[src/sv/sliding_median_spike_detector_top_assert.svh]
// ----------------------------------------------------------------------------
// Assertion macros for the sliding median spike detector
// Immediate-implication and next-cycle-implication checks on a clock.
// ----------------------------------------------------------------------------
`ifndef SLIDING_MEDIAN_SPIKE_DETECTOR_TOP_ASSERT_SVH
`define SLIDING_MEDIAN_SPIKE_DETECTOR_TOP_ASSERT_SVH

// check cons in the same cycle as ante
`define SMSD_ASSERT_IMPL(lbl, clk, rst_n, ante, cons, msg) \
    lbl: assert property (@(posedge clk) disable iff (!rst_n) (ante) |-> (cons)) \
        else $error(msg);

// check cons in the cycle after ante
`define SMSD_ASSERT_NEXT(lbl, clk, rst_n, ante, cons, msg) \
    lbl: assert property (@(posedge clk) disable iff (!rst_n) (ante) |=> (cons)) \
        else $error(msg);

`endif

[src/sv/smsd_pkg.sv]
// ----------------------------------------------------------------------------
// smsd_pkg
// Shared constants and cell operation codes of the spike detector.
// ----------------------------------------------------------------------------
`default_nettype none

package smsd_pkg;

    localparam int WINDOW_MAX_DEF  = 256;
    localparam int SAMPLE_BITS_DEF = 16;
    localparam int CFG_BITS        = 9;
    localparam int COUNT_BITS      = 32;

    typedef enum logic [2:0] {
        CELL_HOLD,
        CELL_CLEAR,
        CELL_ROTATE,
        CELL_DELETE,
        CELL_INSERT
    } t_cell_op;

endpackage

`default_nettype wire

[src/sv/smsd_cell.sv]
// ----------------------------------------------------------------------------
// smsd_cell
// One slot of the sorted sample chain: value, age and stale flag, with
// clear, rotate, delete-shift and sorted-insert moves between neighbors.
// ----------------------------------------------------------------------------
`default_nettype none

module smsd_cell #(
    parameter int  WINDOW_MAX  = smsd_pkg::WINDOW_MAX_DEF,
    parameter int  SAMPLE_BITS = smsd_pkg::SAMPLE_BITS_DEF,
    localparam int AW          = $clog2(WINDOW_MAX)
) (
    input  wire logic                   i_clk,
    input  wire logic                   i_rst_n,
    input  wire smsd_pkg::t_cell_op     i_op,
    input  wire logic [SAMPLE_BITS-1:0] i_new_value,
    input  wire logic [SAMPLE_BITS-1:0] i_del_value,
    input  wire logic [SAMPLE_BITS-1:0] i_up_value,
    input  wire logic [AW-1:0]          i_up_age,
    input  wire logic                   i_up_stale,
    input  wire logic [SAMPLE_BITS-1:0] i_dn_value,
    input  wire logic [AW-1:0]          i_dn_age,
    input  wire logic                   i_dn_stale,
    input  wire logic                   i_dn_lt,
    output logic [SAMPLE_BITS-1:0]      o_value,
    output logic [AW-1:0]               o_age,
    output logic                        o_stale,
    output logic                        o_lt
);
    import smsd_pkg::*;

    logic [SAMPLE_BITS-1:0] r_value, n_value;
    logic [AW-1:0]          r_age, n_age;
    logic                   r_stale, n_stale;
    logic                   ge_del;

    assign o_lt   = r_stale || (i_new_value <= r_value);
    assign ge_del = r_stale || (r_value > i_del_value) ||
                    ((r_value == i_del_value) && (r_age == AW'(WINDOW_MAX - 1)));

    always_comb begin
        n_value = r_value;
        n_age   = r_age;
        n_stale = r_stale;
        unique case (i_op)
            CELL_HOLD: begin
            end
            CELL_CLEAR: begin
                n_stale = 1'b1;
            end
            CELL_ROTATE: begin
                n_value = i_up_value;
                n_age   = i_up_age;
                n_stale = i_up_stale;
            end
            CELL_DELETE: begin
                if (ge_del) begin
                    n_value = i_up_value;
                    n_age   = i_up_age;
                    n_stale = i_up_stale;
                end
            end
            CELL_INSERT: begin
                if (i_dn_lt) begin
                    n_value = i_dn_value;
                    n_age   = i_dn_age + AW'(1);
                    n_stale = i_dn_stale;
                end else if (o_lt) begin
                    n_value = i_new_value;
                    n_age   = '0;
                    n_stale = 1'b0;
                end else if (!r_stale) begin
                    n_age   = r_age + AW'(1);
                end
            end
            default: begin
            end
        endcase
    end

    always_ff @(posedge i_clk) begin
        if (!i_rst_n) begin
            r_stale <= 1'b1;
        end else begin
            r_stale <= n_stale;
        end
    end

    always_ff @(posedge i_clk) begin
        r_value <= n_value;
        r_age   <= n_age;
    end

    assign o_value = r_value;
    assign o_age   = r_age;
    assign o_stale = r_stale;

endmodule

`default_nettype wire

[config.mk]
export PLATFORM = sky130hd
export DESIGN_NAME = smsd_cell
export DESIGN_NICKNAME = d
export VERILOG_FILES = /design/src/sv/sliding_median_spike_detector_top_assert.svh /design/src/sv/smsd_pkg.sv /design/src/sv/smsd_cell.sv
export SDC_FILE = /design/constraint.sdc
export NUM_CORES = 1
export LEC_CHECK = 0
export BUFFER_PORTS_ARGS = -buffer_cell sky130_fd_sc_hd__buf_4
export CORE_MARGIN = 2
export CORE_UTILIZATION = 44
export CTS_BUF_LIST = sky130_fd_sc_hd__clkbuf_8
export DETAILED_ROUTE_END_ITERATION = 8
export PLACE_DENSITY_LB_ADDON = 0.1
export SLEW_MARGIN = 10
export SYNTH_ARGS = -nofsm -noshare
export SYNTH_HDL_FRONTEND = slang
export SYNTH_SLANG_ARGS = --single-unit
[constraint.sdc]
create_clock -name i_clk -period 3 [get_ports i_clk]
set_input_delay 0.3 -clock i_clk [delete_from_list [all_inputs] [get_ports i_clk]]
set_output_delay 0.3 -clock i_clk [all_outputs]
set_load 0.01 [all_outputs]
# Word-level counts from Yosys, hierarchy flattened
# Index checks and enable logic that the tools add are counted.
# Widths: inputs -> output; s select.
# totals
regBits	25
in_bits	88
# classes
n_addsub	2
n_lt_le_gt_ge	2
eq_ne	9
muxes	13
reduce_logical	9
# op_table
cell	count
$mux 16	3
$pmux 16 s3	1
$mux 8	4
$pmux 8 s3	1
$add 8x1->8 const B	2
$eq 16x16->1	1
$gt 16x16->1	1
$le 16x16->1	1
$reduce_and 3->1	3
$eq 8x8->1 const B	1
$eq 3x2->1 const B	2
$ne 4x4->1 const B	1
$pmux 1 s4	1
$reduce_bool 4->1	1
$eq 3x1->1 const B	1
$eq 3x3->1 const B	1
$logic_or 1x1->1	3
$mux 1	3
$ne 3x3->1 const B	1
$reduce_bool 3->1	1
$ne 2x2->1 const B	1
$logic_and 1x1->1	1

# Longest topological paths before layout
# logic_depth
word_depth	5
mapped_depth	8
depth_no_buf	8

# Worst setup path before layout
# No wires, ideal clock.
# synth_timing
path_type	register to register
from	reg r_value[15] (netlist: o_value[15])
to	reg r_value[0] (netlist: o_value[0]), enable pin
setup_ps	393
arrival_ps	2999
path_slack_ps	-392
stages_incl_launch_ff	8
path_buffers	0
synth_period_minus_slack_ps	3392
path_cell_list	edfxtp_1 ha_1 nand4_1 nor4_1 nor4b_1 o31ai_1 a21oi_1 a21boi_1
# synth_via
elab_chain_cells	5
word_cells_on_any_way	10
# synth_rtl
item	line	text
start: declaration	smsd_cell.sv:32	logic [SAMPLE_BITS-1:0] r_value, n_value;
start signal: assignment	smsd_cell.sv:90	r_value <= n_value;
$gt 16x16->1 / $eq 16x16->1 (equally long branches)	smsd_cell.sv:38, smsd_cell.sv:39	
$logic_or 1x1->1 / $logic_and 1x1->1 (equally long branches)	smsd_cell.sv:38, smsd_cell.sv:39	
$logic_or 1x1->1	smsd_cell.sv:38	assign ge_del = r_stale || (r_value > i_del_value) ||
$ne 2x2->1 (no line)	--	
$reduce_and 3->1 (no line) *	--	
# Every way passes the cells marked *; elsewhere a longest branch is shown, timed or not.
# A chain may end at the register's enable or synchronous reset.

# Worst setup path in the final report
# layout_timing
from	reg r_value[13] (netlist: o_value[13])
to	reg r_value[6] (netlist: o_value[6]), enable pin
# Same word-level chain as after synthesis.

==> run summary <==
OUTCOME
----------------------------------------------------------------------------------------
Status                                                                      finished clean

SYNTHESIS
----------------------------------------------------------------------------------------
Prevailing post-synth register cell                                         sky130_fd_sc_hd__edfxtp_1
Yosys warning total                                                                    0
Largest cells by area after synthesis                                       sky130_fd_sc_hd__edfxtp_1 30%, sky130_fd_sc_hd__ha_1 18%, sky130_fd_sc_hd__mux2i_1 6.7%, sky130_fd_sc_hd__inv_1 5.2%, sky130_fd_sc_hd__nand2_1 4.9%
Register bit count reported by yosys                                                  25
Async set or reset register ratio after synthesis                                      0
Share of the synthesized area in the top cell type                                 0.304
Post-synthesis instance area                                                    2370 um2
Post-Syn Instances                                                                   272
List of most frequent post-synthesis cells                                  34 x sky130_fd_sc_hd__ha_1, 33 x sky130_fd_sc_hd__inv_1, 31 x sky130_fd_sc_hd__nand2_1
Count of flip-flops with a built-in enable after synthesis                            24
Post-synthesis cell type with the largest combined area                     sky130_fd_sc_hd__edfxtp_1
Syn avg cell area                                                               8.73 um2
Count leader, synth                                                         sky130_fd_sc_hd__ha_1
Sequential area share after synthesis                                              0.312
Synthesized Nets                                                                     394
Synth cell types                                                                      42

SETUP PATH
----------------------------------------------------------------------------------------
Buffers plus inverters on the worst setup path                                         1
Startpoint class of the critical path                                          flip-flop
Critical-path cell with the highest stage delay                             sky130_fd_sc_hd__edfxtp_1
Category of cells accounting for the largest share of critical-path delay   simple AND/OR/NAND/NOR gates
Kind of end point of the critical path                                         flip-flop
CP Class                                                                    flip-flop to flip-flop
Endpoint of the worst register-to-register path                             o_value[6]$_DFFE_PP_
Setup slack on the worst flop-to-flop path                                        160 ps
Startpoint of the worst register-to-register path                           o_value[13]$_DFFE_PP_
Crit path DAT                                                                    2830 ps
Stage delay of the slowest cell on the critical path                              430 ps
Worst Reg2Reg Path Length in Cells                                                     8
Data required time at the worst endpoint                                         2990 ps
Peak fanout along the critical path                                                   11
Cells along the critical path                                               ha_1 -> nand4_1 -> nor4_2 -> nor4b_2 -> o31ai_1 -> a21oi_1 -> a21boi_4 -> buf_12

LAYOUT
----------------------------------------------------------------------------------------
Layout cells sized above 1                                                         0.333
Total number of nets in the final design                                             510
Area of all sequential standard cells                                            741 um2
Count of fill cells added during filler insertion                                    447
Area taken by multi-input logic gates                                           1510 um2
Synthesis-to-layout area growth                                                    43.3%
Final core utilization                                                             0.658
Ant. Diodes                                                                            0

DETAILED ROUTING
----------------------------------------------------------------------------------------
Total vias in the final route                                                       2335
Total wire length                                                                6170 um
Number of antenna-violating nets in the routed design                                  0
Per-cell routed wire length                                                      13.5 um
Starting DRT DRC Count                                                                99
Via-per-instance ratio                                                              5.11
Remaining routing DRC violations                                                       0
First-pass DRT Iterations                                                              4

PLACE
----------------------------------------------------------------------------------------
Estimated wirelength of the detail-placed design                                 5230 um
Placement-stage worst setup slack                                               -15.4 ps
Number of port buffers                                                               113
Global placement routability congestion                                            0.822

TIMING
----------------------------------------------------------------------------------------
Upper clock frequency limit                                                    0.353 GHz
Slew Viols, Final                                                                      0
Max-Slew Margin vs Limit                                                           0.646
Clock skew after layout                                                          1.61 ps
RSZ-0062 raised after global routing                                               false
Final setup violation count                                                            0
Period utilisation layout                                                          0.946
Final worst path period need                                                     2840 ps
Final worst slack                                                                 163 ps
Transition time at the pin with the least slew margin                             518 ps
Hold violation count in the final report                                               0

CTS
----------------------------------------------------------------------------------------
Count of H-tree levels built during CTS                                                1
Clock Tree Buf Depth                                                                   2
Clock root buffer                                                           sky130_fd_sc_hd__clkbuf_8
CTS tree                                                                            done
Number of buffers created by CTS                                                       3
Source-to-sink clock delay at the later pin of the worst-skew pair                270 ps
Clk slew on worst S/H paths                                                        90 ps
Count of hold buffers inserted by post-cts repair                                      0
TritonCTS Sinks                                                                       25

DIE
----------------------------------------------------------------------------------------
Die Outline Area                                                                6000 um2
Initial Utilization                                                                0.459
Number of top-level pins                                                             114
Floorplan die height                                                             77.4 um
Die width                                                                        77.4 um
Core footprint                                                                  5170 um2
Number of rows created at floorplan                                                   26

WORST HOLD PATH
----------------------------------------------------------------------------------------
Hold path endpoint                                                          o_stale$_SDFFE_PN1P_
HP Class                                                                    input pin to flip-flop
Worst Min Path Start                                                             i_rst_n
Number of cells on the worst hold path                                                 2

POWER
----------------------------------------------------------------------------------------
Worst vdd ir                                                                    0.149 mV
Leakage Power                                                                 0.00169 uW
Power density relative to cell area                                           296 nW/um2

GLOBAL ROUTING
----------------------------------------------------------------------------------------
GR Overflow Total                                                                      0
Largest net degree at the start of global routing                                     31
Vias in the first global route                                                      2350
First-pass GRT wire length                                                      10300 um
Global-route total usage across every layer                                        0.209
Antenna violations before repair                                                       0

JOB
----------------------------------------------------------------------------------------
Max_cap viols                                                                          0

flip-flops by register name (all words and copies together), names as in the netlist:
name and count:
o_value 16, o_age 8, o_stale 1
stage by stage:
step           total power [uW]  instances  setup TNS (ps)  cell area [um2]  hold slack (ps)
2_1_floorplan               623        272               0             2380              389
3_3_place_gp                805        453               0             3340              521
3_5_place_dp                812        453            -166             3340              520
4_1_cts                    1010        457               0             3400              230
5_1_grt                    1070        457               0             3400              239
6_report                   1010        457               0             3400              229
timing repair:
action	CTS	global route
setup buffers	0	0
gates resized for setup	1	1
setup endpoints to repair	11	11
cell type report:
| class | count | share of cell area |
|---|---|---|
| multi-input combinational | 207 | 0.443 |
| timing repair buffer | 118 | 0.264 |
| sequential | 25 | 0.218 |
| inverter | 33 | 0.0364 |
| tap | 70 | 0.0257 |
| clock buffer | 3 | 0.0121 |
| clock inverter | 1 | 0.00110 |
worst max path at each step:
stage	startpoint	to	cells past startpoint
final	o_value[13]$_DFFE_PP_	o_value[6]$_DFFE_PP_	8
after global routing	o_value[15]$_DFFE_PP_	o_value[6]$_DFFE_PP_	8
after CTS	o_value[15]$_DFFE_PP_	o_value[12]$_DFFE_PP_	8
after detailed placement	o_value[15]$_DFFE_PP_	o_value[9]$_DFFE_PP_	8
after global placement	o_value[14]$_DFFE_PP_	o_value[5]$_DFFE_PP_	8
after floorplan	o_value[15]$_DFFE_PP_	o_value[0]$_DFFE_PP_	7
report_power, final:
group	leakage [uW]	switching (uW)	internal [uW]
clock	0.0000269	110	91.6
combinational	0.00142	168	197
sequential	0.000238	23.2	416
cells in the final DEF, fill, tap and decap left out, types with 2 or more instances in the layout:
cell type,count
sky130_fd_sc_hd__nor3_1,2
sky130_fd_sc_hd__nor2_1,14
sky130_fd_sc_hd__nor4_2,2
sky130_fd_sc_hd__nand4_1,5
sky130_fd_sc_hd__nand3_1,10
sky130_fd_sc_hd__and3_1,4
sky130_fd_sc_hd__ha_1,34
sky130_fd_sc_hd__o211ai_1,3
sky130_fd_sc_hd__a21o_1,3
sky130_fd_sc_hd__xor2_1,7
sky130_fd_sc_hd__nand2_1,31
sky130_fd_sc_hd__a21oi_1,23
sky130_fd_sc_hd__or3_1,4
sky130_fd_sc_hd__edfxtp_1,24
sky130_fd_sc_hd__o21ai_0,23
sky130_fd_sc_hd__clkbuf_8,3
sky130_fd_sc_hd__xnor2_1,5
sky130_fd_sc_hd__mux2i_1,16
sky130_fd_sc_hd__buf_4,117
sky130_fd_sc_hd__inv_1,34
cells by family after synthesis:
group,count (synthesis),share of synthesized area
flip-flops,25,0.312
XOR/XNOR,12,0.0443
buffers and inverters,40,0.0633
multiplexers,16,0.0675
AO/OA/AOI/OAI,64,0.164
AND/OR/NAND/NOR,81,0.169
adder cells (fa/ha/maj),34,0.179
worst reg2reg max path, cell delays in order (launching register included):
cell and delay [ps]:
sky130_fd_sc_hd__edfxtp_1 430, sky130_fd_sc_hd__ha_1 320, sky130_fd_sc_hd__nand4_1 190, sky130_fd_sc_hd__nor4_2 430
sky130_fd_sc_hd__nor4b_2 330, sky130_fd_sc_hd__o31ai_1 160, sky130_fd_sc_hd__a21oi_1 200, sky130_fd_sc_hd__a21boi_4 330
sky130_fd_sc_hd__buf_12 180
metal layers:
layer,up-vias,track usage,part of all wire
met4,0,0.0589,0.011
met5,-,0,0
met1,1050,0.267,0.44
met3,6,0.0384,0.059
met2,67,0.362,0.49
li1,1212,-,-
No activity file was read; power rests on OpenSTA's default activity.
