==> config.mk <==
export PLATFORM = sky130hd
export DESIGN_NAME = smsd_ctrl_flat
export DESIGN_NICKNAME = d
export VERILOG_FILES = /design/src/sv/smsd_pkg.sv /design/src/sv/smsd_if.sv /design/src/sv/smsd_ctrl.sv /design/src/flat_wrapper.sv
export VERILOG_INCLUDE_DIRS = /design/src /design/src/sv
export SDC_FILE = /design/constraint.sdc
export NUM_CORES = 1
export LEC_CHECK = 0
export BUFFER_PORTS_ARGS = -buffer_cell sky130_fd_sc_hd__buf_4
export CORE_MARGIN = 1.5
export CORE_UTILIZATION = 60
export CTS_BUF_LIST = sky130_fd_sc_hd__clkbuf_8
export DETAILED_ROUTE_END_ITERATION = 8
export PLACE_DENSITY = 0.83
export SETUP_SLACK_MARGIN = 0.3
export SLEW_MARGIN = 30
export SYNTH_ARGS = -nofsm -noshare
export SYNTH_HDL_FRONTEND = slang
export SYNTH_SLANG_ARGS = --single-unit
==> constraint.sdc <==
create_clock -name i_clk -period 7.65 [get_ports i_clk]
set_input_delay 1.1475 -clock i_clk [delete_from_list [all_inputs] [get_ports i_clk]]
set_output_delay 1.1475 -clock i_clk [all_outputs]
set_load 0.02 [all_outputs]
==> src/sv/sliding_median_spike_detector_top_assert.svh <==
// ----------------------------------------------------------------------------
// Assertion macros for the sliding median spike detector
// Immediate-implication and next-cycle-implication checks on a clock.
// ----------------------------------------------------------------------------
`ifndef SLIDING_MEDIAN_SPIKE_DETECTOR_TOP_ASSERT_SVH
`define SLIDING_MEDIAN_SPIKE_DETECTOR_TOP_ASSERT_SVH

// check cons in the same cycle as ante
`define SMSD_ASSERT_IMPL(lbl, clk, rst_n, ante, cons, msg) \
    lbl: assert property (@(posedge clk) disable iff (!rst_n) (ante) |-> (cons)) \
        else $error(msg);

// check cons in the cycle after ante
`define SMSD_ASSERT_NEXT(lbl, clk, rst_n, ante, cons, msg) \
    lbl: assert property (@(posedge clk) disable iff (!rst_n) (ante) |=> (cons)) \
        else $error(msg);

`endif

==> src/sv/smsd_pkg.sv <==
// ----------------------------------------------------------------------------
// smsd_pkg
// Shared constants and cell operation codes of the spike detector.
// ----------------------------------------------------------------------------
`default_nettype none

package smsd_pkg;

    localparam int WINDOW_MAX_DEF  = 256;
    localparam int SAMPLE_BITS_DEF = 16;
    localparam int CFG_BITS        = 9;
    localparam int COUNT_BITS      = 32;

    typedef enum logic [2:0] {
        CELL_HOLD,
        CELL_CLEAR,
        CELL_ROTATE,
        CELL_DELETE,
        CELL_INSERT
    } t_cell_op;

endpackage

`default_nettype wire

==> src/sv/smsd_if.sv <==
// ----------------------------------------------------------------------------
// smsd_if
// Valid/ready channels for sample beats in and result beats out.
// ----------------------------------------------------------------------------
`default_nettype none

interface smsd_in_if #(
    parameter int SAMPLE_BITS = smsd_pkg::SAMPLE_BITS_DEF
);
    logic                   valid;
    logic                   ready;
    logic [SAMPLE_BITS-1:0] sample_value;
    logic                   series_start;

    modport source (output valid, sample_value, series_start, input ready);
    modport sink   (input valid, sample_value, series_start, output ready);
endinterface

interface smsd_out_if #(
    parameter int SAMPLE_BITS = smsd_pkg::SAMPLE_BITS_DEF
);
    logic                            valid;
    logic                            ready;
    logic                            notify;
    logic                            window_full;
    logic [SAMPLE_BITS:0]            median_doubled;
    logic [smsd_pkg::COUNT_BITS-1:0] notification_total;

    modport source (output valid, notify, window_full, median_doubled, notification_total,
                    input ready);
    modport sink   (input valid, notify, window_full, median_doubled, notification_total,
                    output ready);
endinterface

`default_nettype wire

==> src/sv/smsd_ctrl.sv <==
// ----------------------------------------------------------------------------
// smsd_ctrl
// Sequencer: takes sample beats, rotates the chain past the head to rank the
// trailing window, drives delete and insert, forms and holds the result beat.
// ----------------------------------------------------------------------------
`default_nettype none

`include "sliding_median_spike_detector_top_assert.svh"

module smsd_ctrl #(
    parameter int  WINDOW_MAX  = smsd_pkg::WINDOW_MAX_DEF,
    parameter int  SAMPLE_BITS = smsd_pkg::SAMPLE_BITS_DEF,
    localparam int AW          = $clog2(WINDOW_MAX)
) (
    input  wire logic                          i_clk,
    input  wire logic                          i_rst_n,
    input  wire logic                          i_cfg_we,
    input  wire logic [smsd_pkg::CFG_BITS-1:0] i_cfg_data,
    smsd_in_if.sink                            i_in,
    smsd_out_if.source                         o_out,
    input  wire logic [SAMPLE_BITS-1:0]        i_head_value,
    input  wire logic [AW-1:0]                 i_head_age,
    input  wire logic                          i_head_stale,
    output smsd_pkg::t_cell_op                 o_cell_op,
    output logic [SAMPLE_BITS-1:0]             o_new_value,
    output logic [SAMPLE_BITS-1:0]             o_del_value
);
    import smsd_pkg::*;

    localparam int LW = $clog2(WINDOW_MAX + 1);

    typedef enum logic [2:0] {
        S_IDLE,
        S_SCAN,
        S_DELETE,
        S_INSERT,
        S_POST
    } t_state;

    t_state                 r_state;
    logic [CFG_BITS-1:0]    r_window_length;
    logic [AW-1:0]          r_scan;
    logic [LW-1:0]          r_cnt;
    logic [LW-1:0]          r_len;
    logic [LW-1:0]          r_held;
    logic [COUNT_BITS-1:0]  r_count;
    logic [SAMPLE_BITS-1:0] r_sample;
    logic [SAMPLE_BITS-1:0] r_lo;
    logic [SAMPLE_BITS-1:0] r_hi;
    logic [SAMPLE_BITS-1:0] r_del_value;
    logic                   r_del_seen;
    logic                   r_res_note;
    logic                   r_res_full;
    logic [SAMPLE_BITS:0]   r_res_doubled;
    logic                   r_out_valid;
    logic                   r_out_note;
    logic                   r_out_full;
    logic [SAMPLE_BITS:0]   r_out_doubled;
    logic [COUNT_BITS-1:0]  r_out_total;

    logic                   in_accept;
    logic [LW-1:0]          len_eff;
    logic [LW-1:0]          lo_rank;
    logic [LW-1:0]          hi_rank;
    logic                   head_in_window;
    logic                   head_oldest;
    logic                   full;
    logic [SAMPLE_BITS:0]   doubled;
    logic                   note;
    logic                   out_load;
    logic                   in_delete;
    logic                   scan_last;
    logic [LW-1:0]          win_count;
    logic                   out_idle;

    assign i_in.ready = (r_state == S_IDLE);
    assign in_accept  = i_in.valid && i_in.ready;

    always_comb begin
        if (r_window_length == '0) begin
            len_eff = LW'(1);
        end else if (int'(r_window_length) > WINDOW_MAX) begin
            len_eff = LW'(WINDOW_MAX);
        end else begin
            len_eff = LW'(r_window_length);
        end
    end

    assign lo_rank        = (r_len - LW'(1)) >> 1;
    assign hi_rank        = r_len >> 1;
    assign head_in_window = !i_head_stale && (LW'(i_head_age) < r_len);
    assign head_oldest    = !i_head_stale && (i_head_age == AW'(WINDOW_MAX - 1));

    assign full    = (r_held >= r_len);
    assign doubled = full ? ({1'b0, r_lo} + {1'b0, r_hi}) : '0;
    assign note    = full && ({1'b0, r_sample} >= doubled);

    assign out_load  = (r_state == S_POST) && (!r_out_valid || o_out.ready);
    assign in_delete = (r_state == S_DELETE);
    assign scan_last = (r_state == S_SCAN) && (r_scan == AW'(WINDOW_MAX - 1));
    assign win_count = (r_held < r_len) ? r_held : r_len;
    assign out_idle  = !r_out_valid && (r_state != S_POST);

    always_comb begin
        unique case (r_state)
            S_IDLE:   o_cell_op = (in_accept && i_in.series_start) ? CELL_CLEAR : CELL_HOLD;
            S_SCAN:   o_cell_op = CELL_ROTATE;
            S_DELETE: o_cell_op = CELL_DELETE;
            S_INSERT: o_cell_op = CELL_INSERT;
            S_POST:   o_cell_op = CELL_HOLD;
            default:  o_cell_op = CELL_HOLD;
        endcase
    end

    always_ff @(posedge i_clk) begin
        if (!i_rst_n) begin
            r_state         <= S_IDLE;
            r_window_length <= CFG_BITS'(1);
            r_held          <= '0;
            r_count         <= '0;
            r_out_valid     <= 1'b0;
            r_del_seen      <= 1'b0;
            r_scan          <= '0;
            r_cnt           <= '0;
        end else begin
            if (i_cfg_we) begin
                r_window_length <= i_cfg_data;
            end
            if (out_load) begin
                r_out_valid <= 1'b1;
            end else if (o_out.valid && o_out.ready) begin
                r_out_valid <= 1'b0;
            end
            unique case (r_state)
                S_IDLE: begin
                    if (in_accept) begin
                        r_sample   <= i_in.sample_value;
                        r_len      <= len_eff;
                        r_scan     <= '0;
                        r_cnt      <= '0;
                        r_del_seen <= 1'b0;
                        if (i_in.series_start) begin
                            r_held  <= '0;
                            r_count <= '0;
                        end
                        r_state <= S_SCAN;
                    end
                end
                S_SCAN: begin
                    if (head_in_window) begin
                        if (r_cnt == lo_rank) begin
                            r_lo <= i_head_value;
                        end
                        if (r_cnt == hi_rank) begin
                            r_hi <= i_head_value;
                        end
                        r_cnt <= r_cnt + LW'(1);
                    end
                    if (head_oldest) begin
                        r_del_value <= i_head_value;
                        r_del_seen  <= 1'b1;
                    end
                    if (r_scan == AW'(WINDOW_MAX - 1)) begin
                        r_state <= (r_held == LW'(WINDOW_MAX)) ? S_DELETE : S_INSERT;
                    end else begin
                        r_scan <= r_scan + AW'(1);
                    end
                end
                S_DELETE: begin
                    r_state <= S_INSERT;
                end
                S_INSERT: begin
                    r_res_note    <= note;
                    r_res_full    <= full;
                    r_res_doubled <= doubled;
                    if (note && (r_count != '1)) begin
                        r_count <= r_count + COUNT_BITS'(1);
                    end
                    if (r_held != LW'(WINDOW_MAX)) begin
                        r_held <= r_held + LW'(1);
                    end
                    r_state <= S_POST;
                end
                S_POST: begin
                    if (out_load) begin
                        r_out_note    <= r_res_note;
                        r_out_full    <= r_res_full;
                        r_out_doubled <= r_res_doubled;
                        r_out_total   <= r_count;
                        r_state       <= S_IDLE;
                    end
                end
                default: begin
                    r_state <= S_IDLE;
                end
            endcase
        end
    end

    assign o_out.valid              = r_out_valid;
    assign o_out.notify             = r_out_note;
    assign o_out.window_full        = r_out_full;
    assign o_out.median_doubled     = r_out_doubled;
    assign o_out.notification_total = r_out_total;

    assign o_new_value = r_sample;
    assign o_del_value = r_del_value;

    `SMSD_ASSERT_IMPL(a_delete_has_victim, i_clk, i_rst_n, in_delete, r_del_seen, "no victim")
    `SMSD_ASSERT_NEXT(a_scan_count, i_clk, i_rst_n, scan_last, r_cnt == win_count, "bad count")
    `SMSD_ASSERT_NEXT(a_out_from_post, i_clk, i_rst_n, out_idle, !r_out_valid, "stray beat")

endmodule

`default_nettype wire

==> src/flat_wrapper.sv <==
// flat-port wrapper written by rule: the top's interface ports become plain ports
module smsd_ctrl_flat import smsd_pkg::*;
#(
    parameter int  WINDOW_MAX  = smsd_pkg::WINDOW_MAX_DEF,
    parameter int  SAMPLE_BITS = smsd_pkg::SAMPLE_BITS_DEF,
    localparam int AW          = $clog2(WINDOW_MAX)
)
  (i_clk, i_rst_n, i_cfg_we, i_cfg_data, i_head_value, i_head_age, i_head_stale, o_cell_op, o_new_value, o_del_value, i_in_valid, i_in_sample_value, i_in_series_start, i_in_ready, o_out_valid, o_out_notify, o_out_window_full, o_out_median_doubled, o_out_notification_total, o_out_ready);
  smsd_in_if #(.SAMPLE_BITS(SAMPLE_BITS)) i_in_i ();
  smsd_out_if #(.SAMPLE_BITS(SAMPLE_BITS)) o_out_i ();
  input  wire logic i_clk;
  input  wire logic i_rst_n;
  input  wire logic i_cfg_we;
  input  wire logic [smsd_pkg::CFG_BITS-1:0] i_cfg_data;
  input  wire logic [SAMPLE_BITS-1:0] i_head_value;
  input  wire logic [AW-1:0] i_head_age;
  input  wire logic i_head_stale;
  output smsd_pkg::t_cell_op o_cell_op;
  output logic [SAMPLE_BITS-1:0] o_new_value;
  output logic [SAMPLE_BITS-1:0] o_del_value;
  input wire logic [$bits(i_in_i.valid)-1:0] i_in_valid;
  input wire logic [$bits(i_in_i.sample_value)-1:0] i_in_sample_value;
  input wire logic [$bits(i_in_i.series_start)-1:0] i_in_series_start;
  output wire logic [$bits(i_in_i.ready)-1:0] i_in_ready;
  output wire logic [$bits(o_out_i.valid)-1:0] o_out_valid;
  output wire logic [$bits(o_out_i.notify)-1:0] o_out_notify;
  output wire logic [$bits(o_out_i.window_full)-1:0] o_out_window_full;
  output wire logic [$bits(o_out_i.median_doubled)-1:0] o_out_median_doubled;
  output wire logic [$bits(o_out_i.notification_total)-1:0] o_out_notification_total;
  input wire logic [$bits(o_out_i.ready)-1:0] o_out_ready;
  assign i_in_i.valid = i_in_valid;
  assign i_in_i.sample_value = i_in_sample_value;
  assign i_in_i.series_start = i_in_series_start;
  assign i_in_ready = i_in_i.ready;
  assign o_out_valid = o_out_i.valid;
  assign o_out_notify = o_out_i.notify;
  assign o_out_window_full = o_out_i.window_full;
  assign o_out_median_doubled = o_out_i.median_doubled;
  assign o_out_notification_total = o_out_i.notification_total;
  assign o_out_i.ready = o_out_ready;
  smsd_ctrl #(.WINDOW_MAX(WINDOW_MAX), .SAMPLE_BITS(SAMPLE_BITS)) u_core (.i_clk(i_clk), .i_rst_n(i_rst_n), .i_cfg_we(i_cfg_we), .i_cfg_data(i_cfg_data), .i_in(i_in_i), .o_out(o_out_i), .i_head_value(i_head_value), .i_head_age(i_head_age), .i_head_stale(i_head_stale), .o_cell_op(o_cell_op), .o_new_value(o_new_value), .o_del_value(o_del_value));
endmodule
# After elaboration in Yosys (flattened, before gate mapping)
# Cells that the tools add are included.
dict set report totals {
  regBits 214
  inputBits 56
  out_inout_bits 88
}
dict set report classes {
  addsub 6
  n_lt_le_gt_ge 4
  eq_ne 19
  muxes 25
  n_reduce_logical 28
}
# op count
set op_table {}
lappend op_table {{32-bit two-way mux} 3}
lappend op_table {{32-bit one-hot mux with 2 select lines} 1}
lappend op_table {{9-bit two-way mux} 6}
lappend op_table {{9-bit one-hot mux with 2 select lines} 2}
lappend op_table {{32-bit by 1-bit adder with 32-bit output, second input constant} 1}
lappend op_table {{32-bit != test, second input constant} 1}
lappend op_table {{9-bit by 1-bit adder with 9-bit output, second input constant} 2}
lappend op_table {{9-bit by 8-bit equality test with 1-bit output} 2}
lappend op_table {{3-bit AND reduction} 6}
lappend op_table {{16-bit by 16-bit adder with 17-bit output} 1}
lappend op_table {{16-bit by 17-bit >= comparator with 1-bit output} 1}
lappend op_table {{17-bit two-way mux} 1}
lappend op_table {{8-bit equality test, second input constant} 2}
lappend op_table {{8-bit two-way mux} 2}
lappend op_table {{8-bit one-hot mux with 2 select lines} 1}
lappend op_table {{4-bit AND reduction} 4}
lappend op_table {{3-bit one-hot mux with 5 select lines} 1}
lappend op_table {{3-bit one-hot mux with 4 select lines} 1}
lappend op_table {{9-bit equality test, second input constant} 1}
lappend op_table {{9-bit >= comparator} 1}
lappend op_table {{9-bit > comparator, second input constant} 1}
lappend op_table {{9-bit logical NOT} 1}
lappend op_table {{8-bit by 9-bit < comparator with 1-bit output} 1}
lappend op_table {{3-bit two-way mux} 3}
lappend op_table {{other kinds (16)} 36}

# Logic depth before layout (Yosys ltp)
# Gate-level depths: netlist of run 1.
dict set report depth {
  word_depth 7
  mapped_depth 20
}

# Least setup slack after synthesis of run 1
# OpenSTA, ideal clock, no wires.
dict set report synth_timing {
  kind {reg2reg}
  start {reg u_core.r_hi[0]}
  end {reg u_core.r_count[9]}
  setup_time_ns 0.122
  t_arrival_ns 4.337
  slack_ns 3.191
  stages_incl_launch_ff 20
  n_path_buf 2
  period_less_slack_ns 4.459
  path_cell_list {edfxtp_1 ha_1 fa_1 a211oi_1 nor2_1 o21ai_0 a21oi_1 a31o_2 xor2_1 nand2_1 ha_1 nand4_1 or4_1 a21oi_2 o221ai_2 or3_1 buf_2 and2_1 buf_6 a221o_1}
}
dict set report synth_via {
  elab_chain_cells 7
}
# item line_no
set synth_lines {}
lappend synth_lines {{start: declaration} smsd_ctrl.sv:49} ;# logic [SAMPLE_BITS-1:0] r_hi;
lappend synth_lines {{start signal: assignment} smsd_ctrl.sv:155} ;# r_hi <= i_head_value;
lappend synth_lines {{16-bit by 16-bit adder with 17-bit output} smsd_ctrl.sv:95} ;# assign doubled = full ? ({1'b0, r_lo} + {1'b0, r_hi}) : '0;
lappend synth_lines {{17-bit two-way mux} smsd_ctrl.sv:95}
lappend synth_lines {{16-bit by 17-bit >= comparator with 1-bit output} smsd_ctrl.sv:96} ;# assign note = full && ({1'b0, r_sample} >= doubled);
lappend synth_lines {{1-bit logical AND} smsd_ctrl.sv:96}
lappend synth_lines {{1-bit logical AND} smsd_ctrl.sv:176} ;# if (note && (r_count != '1)) begin
lappend synth_lines {{2-bit by 1-bit != test with 1-bit output (no source line)} --}
lappend synth_lines {{4-bit AND reduction (no source line)} --}
lappend synth_lines {{end signal: assignment} smsd_ctrl.sv:177} ;# r_count <= r_count + COUNT_BITS'(1);
lappend synth_lines {{end: declaration} smsd_ctrl.sv:46} ;# logic [COUNT_BITS-1:0] r_count;
# No other way between the ends.
# A chain may end at the register's enable or synchronous reset.

# Worst setup path after layout of run 1
dict set report layout_timing {
  start {reg u_core.r_hi[0]}
  end {reg u_core.r_count[5]}
}
# Same word-level chain as after synthesis.

==> impl_table.tex, run 1 <==
\begin{tabular}{lr}
\hline
Metric & Value \\
\hline
\multicolumn{2}{l}{\textbf{Outcome}} \\
Outcome & complete, no violations \\
\multicolumn{2}{l}{\textbf{Place}} \\
Worst slack at placement & 2.39 ns \\
Dpl cells & 1160 \\
IO buf count & 143 \\
Weighted congestion at the end of routability-driven global placement & 0.895 \\
Post-detailed-placement half-perimeter wirelength & 14000 um \\
\multicolumn{2}{l}{\textbf{Die}} \\
Row Count & 46 \\
Die extent in y & 130 um \\
DIE WIDTH & 130 um \\
Number of top-level pins & 144 \\
Effective utilization at floorplan & 61.1\% \\
Total core area & 0.0158 sq mm \\
Area of the die & 0.0168 sq mm \\
\multicolumn{2}{l}{\textbf{Yosys}} \\
Fraction of registers with async set/reset & 0\% \\
Distinct cells, synth & 59 \\
Instance count of the mapped netlist & 819 \\
Synthesized-area fraction occupied by ao, oa, aoi and oai cells & 10.4\% \\
Number of synthesized flops with an enable pin & 143 \\
Top\_reg\_cell synth & sky130\_fd\_sc\_hd\_\_edfxtp\_1 \\
Simple-gate area share of the yosys netlist & 14.6\% \\
Combinational family with the most area after synthesis & simple AND/OR/NAND/NOR gates \\
Synth Area in Adders & 7.47\% \\
Cells taking the most area after synthesis & sky130\_fd\_sc\_hd\_\_edfxtp\_1 45\%, sky130\_fd\_sc\_hd\_\_dfxtp\_1 15\%, sky130\_fd\_sc\_hd\_\_ha\_1 7.3\% \\
Register bit total from synthesis & 214 \\
Leading area contributor after synthesis & sky130\_fd\_sc\_hd\_\_edfxtp\_1 \\
Average instance area after synthesis & 11.8 sq um \\
Number of synthesis warnings & 0 \\
Xor/xnor cell area share of the yosys netlist & 4.54\% \\
Mux contribution to synthesized area & 1.25\% \\
Area of the mapped netlist & 0.00964 sq mm \\
Number of nets produced by synthesis & 932 \\
Portion of the post-synthesis area used by sequential elements & 59.3\% \\
Share of the synthesized area in the top cell type & 44.5\% \\
\multicolumn{2}{l}{\textbf{Cells and area}} \\
Final instance count without filler cells & 1223 \\
Final nets & 1094 \\
Area taken by flip-flops and latches & 0.00572 sq mm \\
Area growth syn-to-layout & 20.1\% \\
Fraction of final layout cells with drive strength greater than 1 & 20.5\% \\
Multi-input gate area & 0.00371 sq mm \\
Commonest non-fill, non-tap cells in the layout & 147 x sky130\_fd\_sc\_hd\_\_buf\_4, 143 x sky130\_fd\_sc\_hd\_\_edfxtp\_1, 71 x sky130\_fd\_sc\_hd\_\_dfxtp\_1, 65 x sky130\_fd\_sc\_hd\_\_nand2\_1, 56 x sky130\_fd\_sc\_hd\_\_ha\_1 \\
Most common library cell in the layout ignoring fill and taps & sky130\_fd\_sc\_hd\_\_buf\_4 \\
Final-layout fill cell count & 1122 \\
\# diodes & 0 \\
\multicolumn{2}{l}{\textbf{Detailed routing}} \\
Post-DRT Antenna Nets & 0 \\
Routed len/inst & 16.1 um \\
Number of design rule violations left after detail routing & 0 \\
Post-detailed-route via-to-cell ratio & 5.67 \\
Routed via count & 6929 \\
Router iterations before antenna repair & 7 \\
Routed Wire Length & 19700 um \\
Violation count after the first detailed-routing iteration & 612 \\
\multicolumn{2}{l}{\textbf{Power and ir drop}} \\
Reported leakage power & 0.00449 uW \\
Total power divided by cell area & 199 mW/mm\^{}2 \\
Switching power as a share of total power & 22.7\% \\
Portion of total power attributed to sequential cells & 54.8\% \\
Largest voltage drop on the vdd net & 0.206 mV \\
Psw & 522 uW \\
Part of the power in combinational logic & 5.8\% \\
Clock share of power & 39.4\% \\
Internal power component & 1780 uW \\
\multicolumn{2}{l}{\textbf{GRT}} \\
Number of global-route vias before repair & 6422 \\
Global-route wire length before repair & 30800 um \\
Initial antenna violation count & 0 \\
Largest net degree at the start of global routing & 52 \\
All-layer global routing usage & 23.3\% \\
Remaining global-route overflow & 0 \\
\multicolumn{2}{l}{\textbf{STA}} \\
Final setup fails & 0 \\
Setup skew after layout & 0.0250 ns \\
Worst rel slew slack & 47.6\% \\
Max Transition Viols Final & 0 \\
Setup slack after layout & 2.31 ns \\
Fin crit share & 69.8\% \\
Total Neg Setup Slack & 0 ns \\
Unrepaired setup endpoints after global routing & no \\
Fmax & 187 MHz \\
Final hold violation count & 0 \\
Tmin final & 5.34 ns \\
Worst slew pin tran & 0.786 ns \\
\multicolumn{2}{l}{\textbf{Worst setup path}} \\
Signal arrival time at the worst endpoint & 5.76 ns \\
Largest driver fanout on the critical path & 27 \\
Path type of the worst setup path & reg2reg \\
Worst Path Required & 8.06 ns \\
Startpoint kind of the worst setup timing path & register \\
Crit end category & register \\
Worst reg2reg setup slack & 2.31 ns \\
\multicolumn{2}{l}{\textbf{Clock tree}} \\
Total clock sinks & 214 \\
Number of buffers inserted during clock tree synthesis & 35 \\
Cts repair resizes & 0 \\
Post-CTS Hold Fix Bufs & 0 \\
CTS tree & done \\
Clock root buffer master & sky130\_fd\_sc\_hd\_\_clkbuf\_8 \\
Post-CTS setup repair buffer count & 0 \\
Clock Pin Slew Worst Setup and Hold Paths & 0.06 ns \\
Depth of the CTS H-tree & 2 \\
Worst-case clock buffer depth & 3 \\
Insertion delay of the later-clocked pin in the worst-skew pair & 0.53 ns \\
\multicolumn{2}{l}{\textbf{Run}} \\
MaxCap Viol Count & 0 \\
\multicolumn{2}{l}{\textbf{Hold path}} \\
Min-Delay Path Class & reg2reg \\
\hline
\end{tabular}
-- state kept, by name, summed over array words and instances, names as in the netlist --
register	count
u_core.r_state	3
u_core.r_cnt	9
u_core.o_out.notification_total	32
u_core.r_window_length	9
u_core.o_out.valid	1
u_core.r_len	9
u_core.r_count	32
u_core.r_held	9
u_core.r_res_full	1
u_core.r_hi	16
u_core.o_out.window_full	1
u_core.o_del_value	16
u_core.r_res_note	1
u_core.r_res_doubled	17
u_core.o_new_value	16
u_core.r_lo	16
u_core.r_scan	8
u_core.o_out.notify	1
u_core.o_out.median_doubled	17
-- path summary, 6_finish.rpt --
check | startpoint | to | cells past startpoint
hold / removal | u_core.r_res_doubled[4]$_DFFE_PP_ | u_core.o_out.median_doubled[4]$_DFFE_PP_ | 0
setup / recovery | u_core.r_hi[0]$_DFFE_PP_ | u_core.r_count[5]$_SDFFE_PN0P_ | 17
hold reg to reg | u_core.r_res_doubled[4]$_DFFE_PP_ | u_core.o_out.median_doubled[4]$_DFFE_PP_ | 0
setup reg to reg | u_core.r_hi[0]$_DFFE_PP_ | u_core.r_count[5]$_SDFFE_PN0P_ | 17
-- cells in the mapped netlist (all sizes together) (7+ instances only) --
cell type / number
nand4: 15
a21oi: 46
a31oi: 19
nor4: 7
xor2: 30
inv: 36
nor2: 55
nor3: 14
and2: 23
a21o: 8
nor2b: 16
and3: 17
buf: 9
ha: 56
xnor2: 20
clkbuf: 13
mux2i: 12
nand3: 32
nand2: 65
dfxtp: 71
edfxtp: 143
o21ai: 29
-- critical path: stages (launching register included) --
cell	delay (ns)
sky130_fd_sc_hd__edfxtp_1	0.36
sky130_fd_sc_hd__ha_1	0.25
sky130_fd_sc_hd__fa_1	0.43
sky130_fd_sc_hd__a211oi_1	0.30
sky130_fd_sc_hd__nor2_1	0.10
sky130_fd_sc_hd__o21ai_0	0.20
sky130_fd_sc_hd__a21oi_1	0.13
sky130_fd_sc_hd__a31o_2	0.27
sky130_fd_sc_hd__xor2_1	0.25
sky130_fd_sc_hd__nand2_1	0.12
sky130_fd_sc_hd__ha_1	0.35
sky130_fd_sc_hd__nand4_1	0.12
sky130_fd_sc_hd__or4_1	0.53
sky130_fd_sc_hd__a21oi_2	0.13
sky130_fd_sc_hd__o221ai_2	0.16
sky130_fd_sc_hd__or3_1	0.75
sky130_fd_sc_hd__and2_1	0.40
sky130_fd_sc_hd__a221o_1	0.39
-- stage by stage --
stage,hold WS [ns],power (uW),area (sq um),utilization (%)
floorplan,0.400,1360,9640,-
global placement,0.402,1410,10900,69.3
detailed placement,0.405,1420,10900,69.4
CTS,0.419,2320,11600,73.4
global route,0.423,2380,11600,73.4
finish,0.418,2300,11600,73.4
-- layer usage --
layer	GRT usage (%)	vias up	share of wire, %
met5	0	-	0
met4	8.63	0	2.3
met3	4.10	44	6.4
met2	39.0	275	48
met1	30.6	3240	43
li1	-	3370	-
-- kinds of logic after synthesis --
| family | count (synthesis) |
|---|---|
| and+or+nand+nor | 275 |
| DFF | 214 |
| AOI/OAI and AO/OA | 153 |
| buffers and inverters | 58 |
| adders and majority gates | 57 |
| xor gates and xnor gates | 50 |
| muxes | 12 |
-- cell type report --
| cell class | instances | share of cell area [%] |
|---|---|---|
| sequential | 214 | 49.4 |
| clock inverter | 27 | 1.25 |
| inverter | 36 | 1.17 |
| clock buffer | 36 | 4.28 |
| multi-input combinational | 547 | 32.1 |
| tap | 216 | 2.33 |
| timing repair buffer | 147 | 9.53 |
-- power by group through the flow --
stage                     Sequential [uW]  Clock [uW]  Combinational [uW]
after global routing                 1260         977                 147
after detailed placement             1280           0                 132
final                                1260         906                 134
after CTS                            1260         928                 133
after floorplan                      1280           0                73.2
after global placement               1280           0                 128
Note: power is estimated with default switching activity, not from simulation.
==> run 2: changes to the inputs <==
CORE_UTILIZATION = 53   (was 60)
PLACE_DENSITY = 0.78   (was 0.83)
clock period = 4.4 ns   (was 7.65 ns; I/O delays follow)
==> impl_table.tex, run 2 (synthesized netlist as in run 1, its figures left out) <==
\begin{tabular}{lr}
\hline
Metric & Value \\
\hline
\multicolumn{2}{l}{\textbf{Outcome}} \\
Outcome & complete, but fails checks \\
Violated checks & setup timing \\
\multicolumn{2}{l}{\textbf{Worst setup path}} \\
Largest stage delay on the critical path & 0.47 ns (-0.28 ns) \\
Crit-path slowest cell & sky130\_fd\_sc\_hd\_\_or4\_1 \\
Worst r2r dst & u\_core.r\_count[21]\$\_SDFFE\_PN0P\_ \\
Largest delay contributor family on the critical path & simple AND/OR/NAND/NOR gates \\
Path type of the worst setup path & reg2reg \\
Startpoint kind of the worst setup timing path & register \\
Largest driver fanout on the critical path & 11 (-59\%) \\
Critical Path Source & u\_core.r\_lo[0]\$\_DFFE\_PP\_ \\
Worst reg2reg setup slack & -0.06 ns (-2.37 ns) \\
Signal arrival time at the worst endpoint & 4.91 ns (-0.85 ns) \\
Dominant cell type by count on the critical path & sky130\_fd\_sc\_hd\_\_buf\_4 \\
Ordered cell list for the critical path & ha\_2 -> fa\_2 -> a211oi\_2 -> nor2\_1 -> buf\_4 -> buf\_4 -> buf\_4 -> buf\_4 -> buf\_4 -> nor2\_1 -> nand2\_1 -> ha\_1 -> o211ai\_1 -> or4\_1 -> a21oi\_2 -> o221ai\_2 -> or3\_4 -> buf\_8 -> or4\_1 -> a21oi\_1 \\
Crit end category & register \\
Beginning of the worst register-to-register path & u\_core.r\_lo[0]\$\_DFFE\_PP\_ \\
Buffers and inverters on the worst path & 6 (+6) \\
Reg2Reg Depth & 20 (+3) \\
Levels on crit path & 20 (+3) \\
Worst Path Required & 4.85 ns (-3.21 ns) \\
\multicolumn{2}{l}{\textbf{Detailed routing}} \\
Routed via count & 6956 (+0.39\%) \\
Routed Wire Length & 20300 um (+3.1\%) \\
Routed len/inst & 16.1 um (-0.31\%) \\
Number of design rule violations left after detail routing & 0 (unchanged) \\
Violation count after the first detailed-routing iteration & 483 (-21\%) \\
Router iterations before antenna repair & 5 (-2) \\
Post-detailed-route via-to-cell ratio & 5.50 (-2.9\%) \\
Post-DRT Antenna Nets & 0 (unchanged) \\
\multicolumn{2}{l}{\textbf{Run}} \\
MaxCap Viol Count & 0 (unchanged) \\
\multicolumn{2}{l}{\textbf{STA}} \\
Setup slack after layout & -0.0606 ns (-2.37 ns) \\
Final setup fails & 11 (+11) \\
Worst rel slew slack & 52.4\% (+4.8 points) \\
Fmax & 224 MHz (+20\%) \\
Total Neg Setup Slack & -0.420 ns (-0.420 ns) \\
Worst slew pin tran & 0.704 ns (-0.0822 ns) \\
Setup skew after layout & 0.0419 ns (+0.0168 ns) \\
Final hold violation count & 0 (unchanged) \\
Unrepaired setup endpoints after global routing & yes \\
Fin crit share & 101\% (+32 points) \\
Max Transition Viols Final & 0 (unchanged) \\
Tmin final & 4.46 ns (-0.882 ns) \\
\multicolumn{2}{l}{\textbf{Cells and area}} \\
Final instance count without filler cells & 1265 (+3.4\%) \\
Final-layout fill cell count & 1344 (+20\%) \\
Fraction of final layout cells with drive strength greater than 1 & 24.4\% (+4.0 points) \\
\# diodes & 0 (unchanged) \\
Final nets & 1122 (+2.6\%) \\
Commonest non-fill, non-tap cells in the layout & 169 x sky130\_fd\_sc\_hd\_\_buf\_4, 143 x sky130\_fd\_sc\_hd\_\_edfxtp\_1, 71 x sky130\_fd\_sc\_hd\_\_dfxtp\_1, 64 x sky130\_fd\_sc\_hd\_\_nand2\_1, 55 x sky130\_fd\_sc\_hd\_\_nor2\_1 \\
Fin util & 67.1\% (-6.3 points) \\
Area growth syn-to-layout & 24.7\% \\
Most common library cell in the layout ignoring fill and taps & sky130\_fd\_sc\_hd\_\_buf\_4 \\
\multicolumn{2}{l}{\textbf{Place}} \\
Dpl cells & 1187 (+2.3\%) \\
Weighted congestion at the end of routability-driven global placement & 0.873 (-2.5\%) \\
Worst slack at placement & -0.0917 ns (-2.48 ns) \\
Post-detailed-placement half-perimeter wirelength & 14200 um (+0.91\%) \\
IO buf count & 143 (unchanged) \\
\multicolumn{2}{l}{\textbf{Power and ir drop}} \\
Reported leakage power & 0.00469 uW (+4.6\%) \\
Total power divided by cell area & 343 mW/mm\^{}2 (+73\%) \\
Largest voltage drop on the vdd net & 0.252 mV (+22\%) \\
\multicolumn{2}{l}{\textbf{Die}} \\
Area of the die & 0.0190 sq mm (+13\%) \\
Number of top-level pins & 144 (unchanged) \\
Effective utilization at floorplan & 53.9\% (-7.3 points) \\
DIE WIDTH & 138 um (+6.2\%) \\
Row Count & 49 (+6.5\%) \\
Total core area & 0.0179 sq mm (+14\%) \\
Die extent in y & 138 um (+6.2\%) \\
\multicolumn{2}{l}{\textbf{GRT}} \\
Initial antenna violation count & 0 (unchanged) \\
All-layer global routing usage & 21.0\% (-2.3 points) \\
Global-route wire length before repair & 31400 um (+1.9\%) \\
Remaining global-route overflow & 0 (unchanged) \\
Number of global-route vias before repair & 6596 (+2.7\%) \\
Largest net degree at the start of global routing & 52 (unchanged) \\
\multicolumn{2}{l}{\textbf{Clock tree}} \\
Clock root buffer master & sky130\_fd\_sc\_hd\_\_clkbuf\_8 \\
Total clock sinks & 214 (unchanged) \\
Clock Pin Slew Worst Setup and Hold Paths & 0.07 ns (about the same) \\
Number of buffers inserted during clock tree synthesis & 35 (unchanged) \\
Insertion delay of the later-clocked pin in the worst-skew pair & 0.53 ns (about the same) \\
CTS tree & done \\
Post-CTS Hold Fix Bufs & 0 (unchanged) \\
Worst-case clock buffer depth & 3 (unchanged) \\
Depth of the CTS H-tree & 2 (unchanged) \\
\multicolumn{2}{l}{\textbf{Hold path}} \\
Min-Delay Path Class & in2reg \\
Critical hold path startpoint & i\_in\_sample\_value[11] \\
Worst-case hold path end point & u\_core.o\_new\_value[11]\$\_DFFE\_PP\_ \\
Worst Hold Depth & 1 (+1) \\
\hline
\end{tabular}
-- run 2: how the worst max path moves through the flow --
stage	to	slack [ns]
6_report	u_core.r_count[21]$_SDFFE_PN0P_	-0.06
5_1_grt	u_core.r_count[27]$_SDFFE_PN0P_	-0.28
3_5_place_dp	u_core.r_count[21]$_SDFFE_PN0P_	-0.09
3_3_place_gp	u_core.r_count[27]$_SDFFE_PN0P_	0.04
4_1_cts	u_core.r_count[21]$_SDFFE_PN0P_	-0.01
2_1_floorplan	u_core.r_count[9]$_SDFFE_PN0P_	0.27
-- run 2: repair_timing --
item	CTS	global route
cloned	2	0
pin swaps	3	2
gates resized for setup	15	7
setup buffers	12	0
setup endpoints to repair	32	32
-- run 2: metrics by stage --
stage	power, uW	hold WS, ns	cell area (sq um)
6_report	4120	0.319	12000
5_1_grt	4260	0.290	12000
4_1_cts	4140	0.296	12000
3_5_place_dp	2470	0.405	11100
3_3_place_gp	2460	0.404	11100
2_1_floorplan	2360	0.400	9670
-- run 2: worst register-to-register path, delay by kind of cell (launching register included) --
family	cells	cell delay [ns]
flops	1	0.39
buf+inv	6	0.80
simple gates	6	1.62
fa+ha+maj	3	0.92
compound gates	5	0.67
-- run 2: cell type report --
type | count | area, sq um | share of cell area (%)
clock buffers | 41 | 564 | 4.69
clock inverters | 23 | 128 | 1.06
inverters | 36 | 135 | 1.12
multi-input cells | 547 | 3800 | 31.6
flip-flops and latches | 214 | 5720 | 47.5
well taps | 229 | 287 | 2.38
repair buffers | 175 | 1390 | 11.5
-- run 2: power by group --
part / total, uW / switching [uW] / internal (uW) / leakage [uW]
Combinational: 248 / 135 / 113 / 0.00253
Clock: 1690 / 773 / 913 / 0.000387
Sequential: 2190 / 23.6 / 2160 / 0.00178
Total: 4120 / 932 / 3190 / 0.00469
-- run 2: layer usage --
metal,GRT usage (%),vias to the layer above,wire [um]
met5,0,-,0
met2,34.8,238,9710
met3,4.09,32,1110
met1,27.6,3262,9120
li1,-,3424,-
met4,7.23,0,382
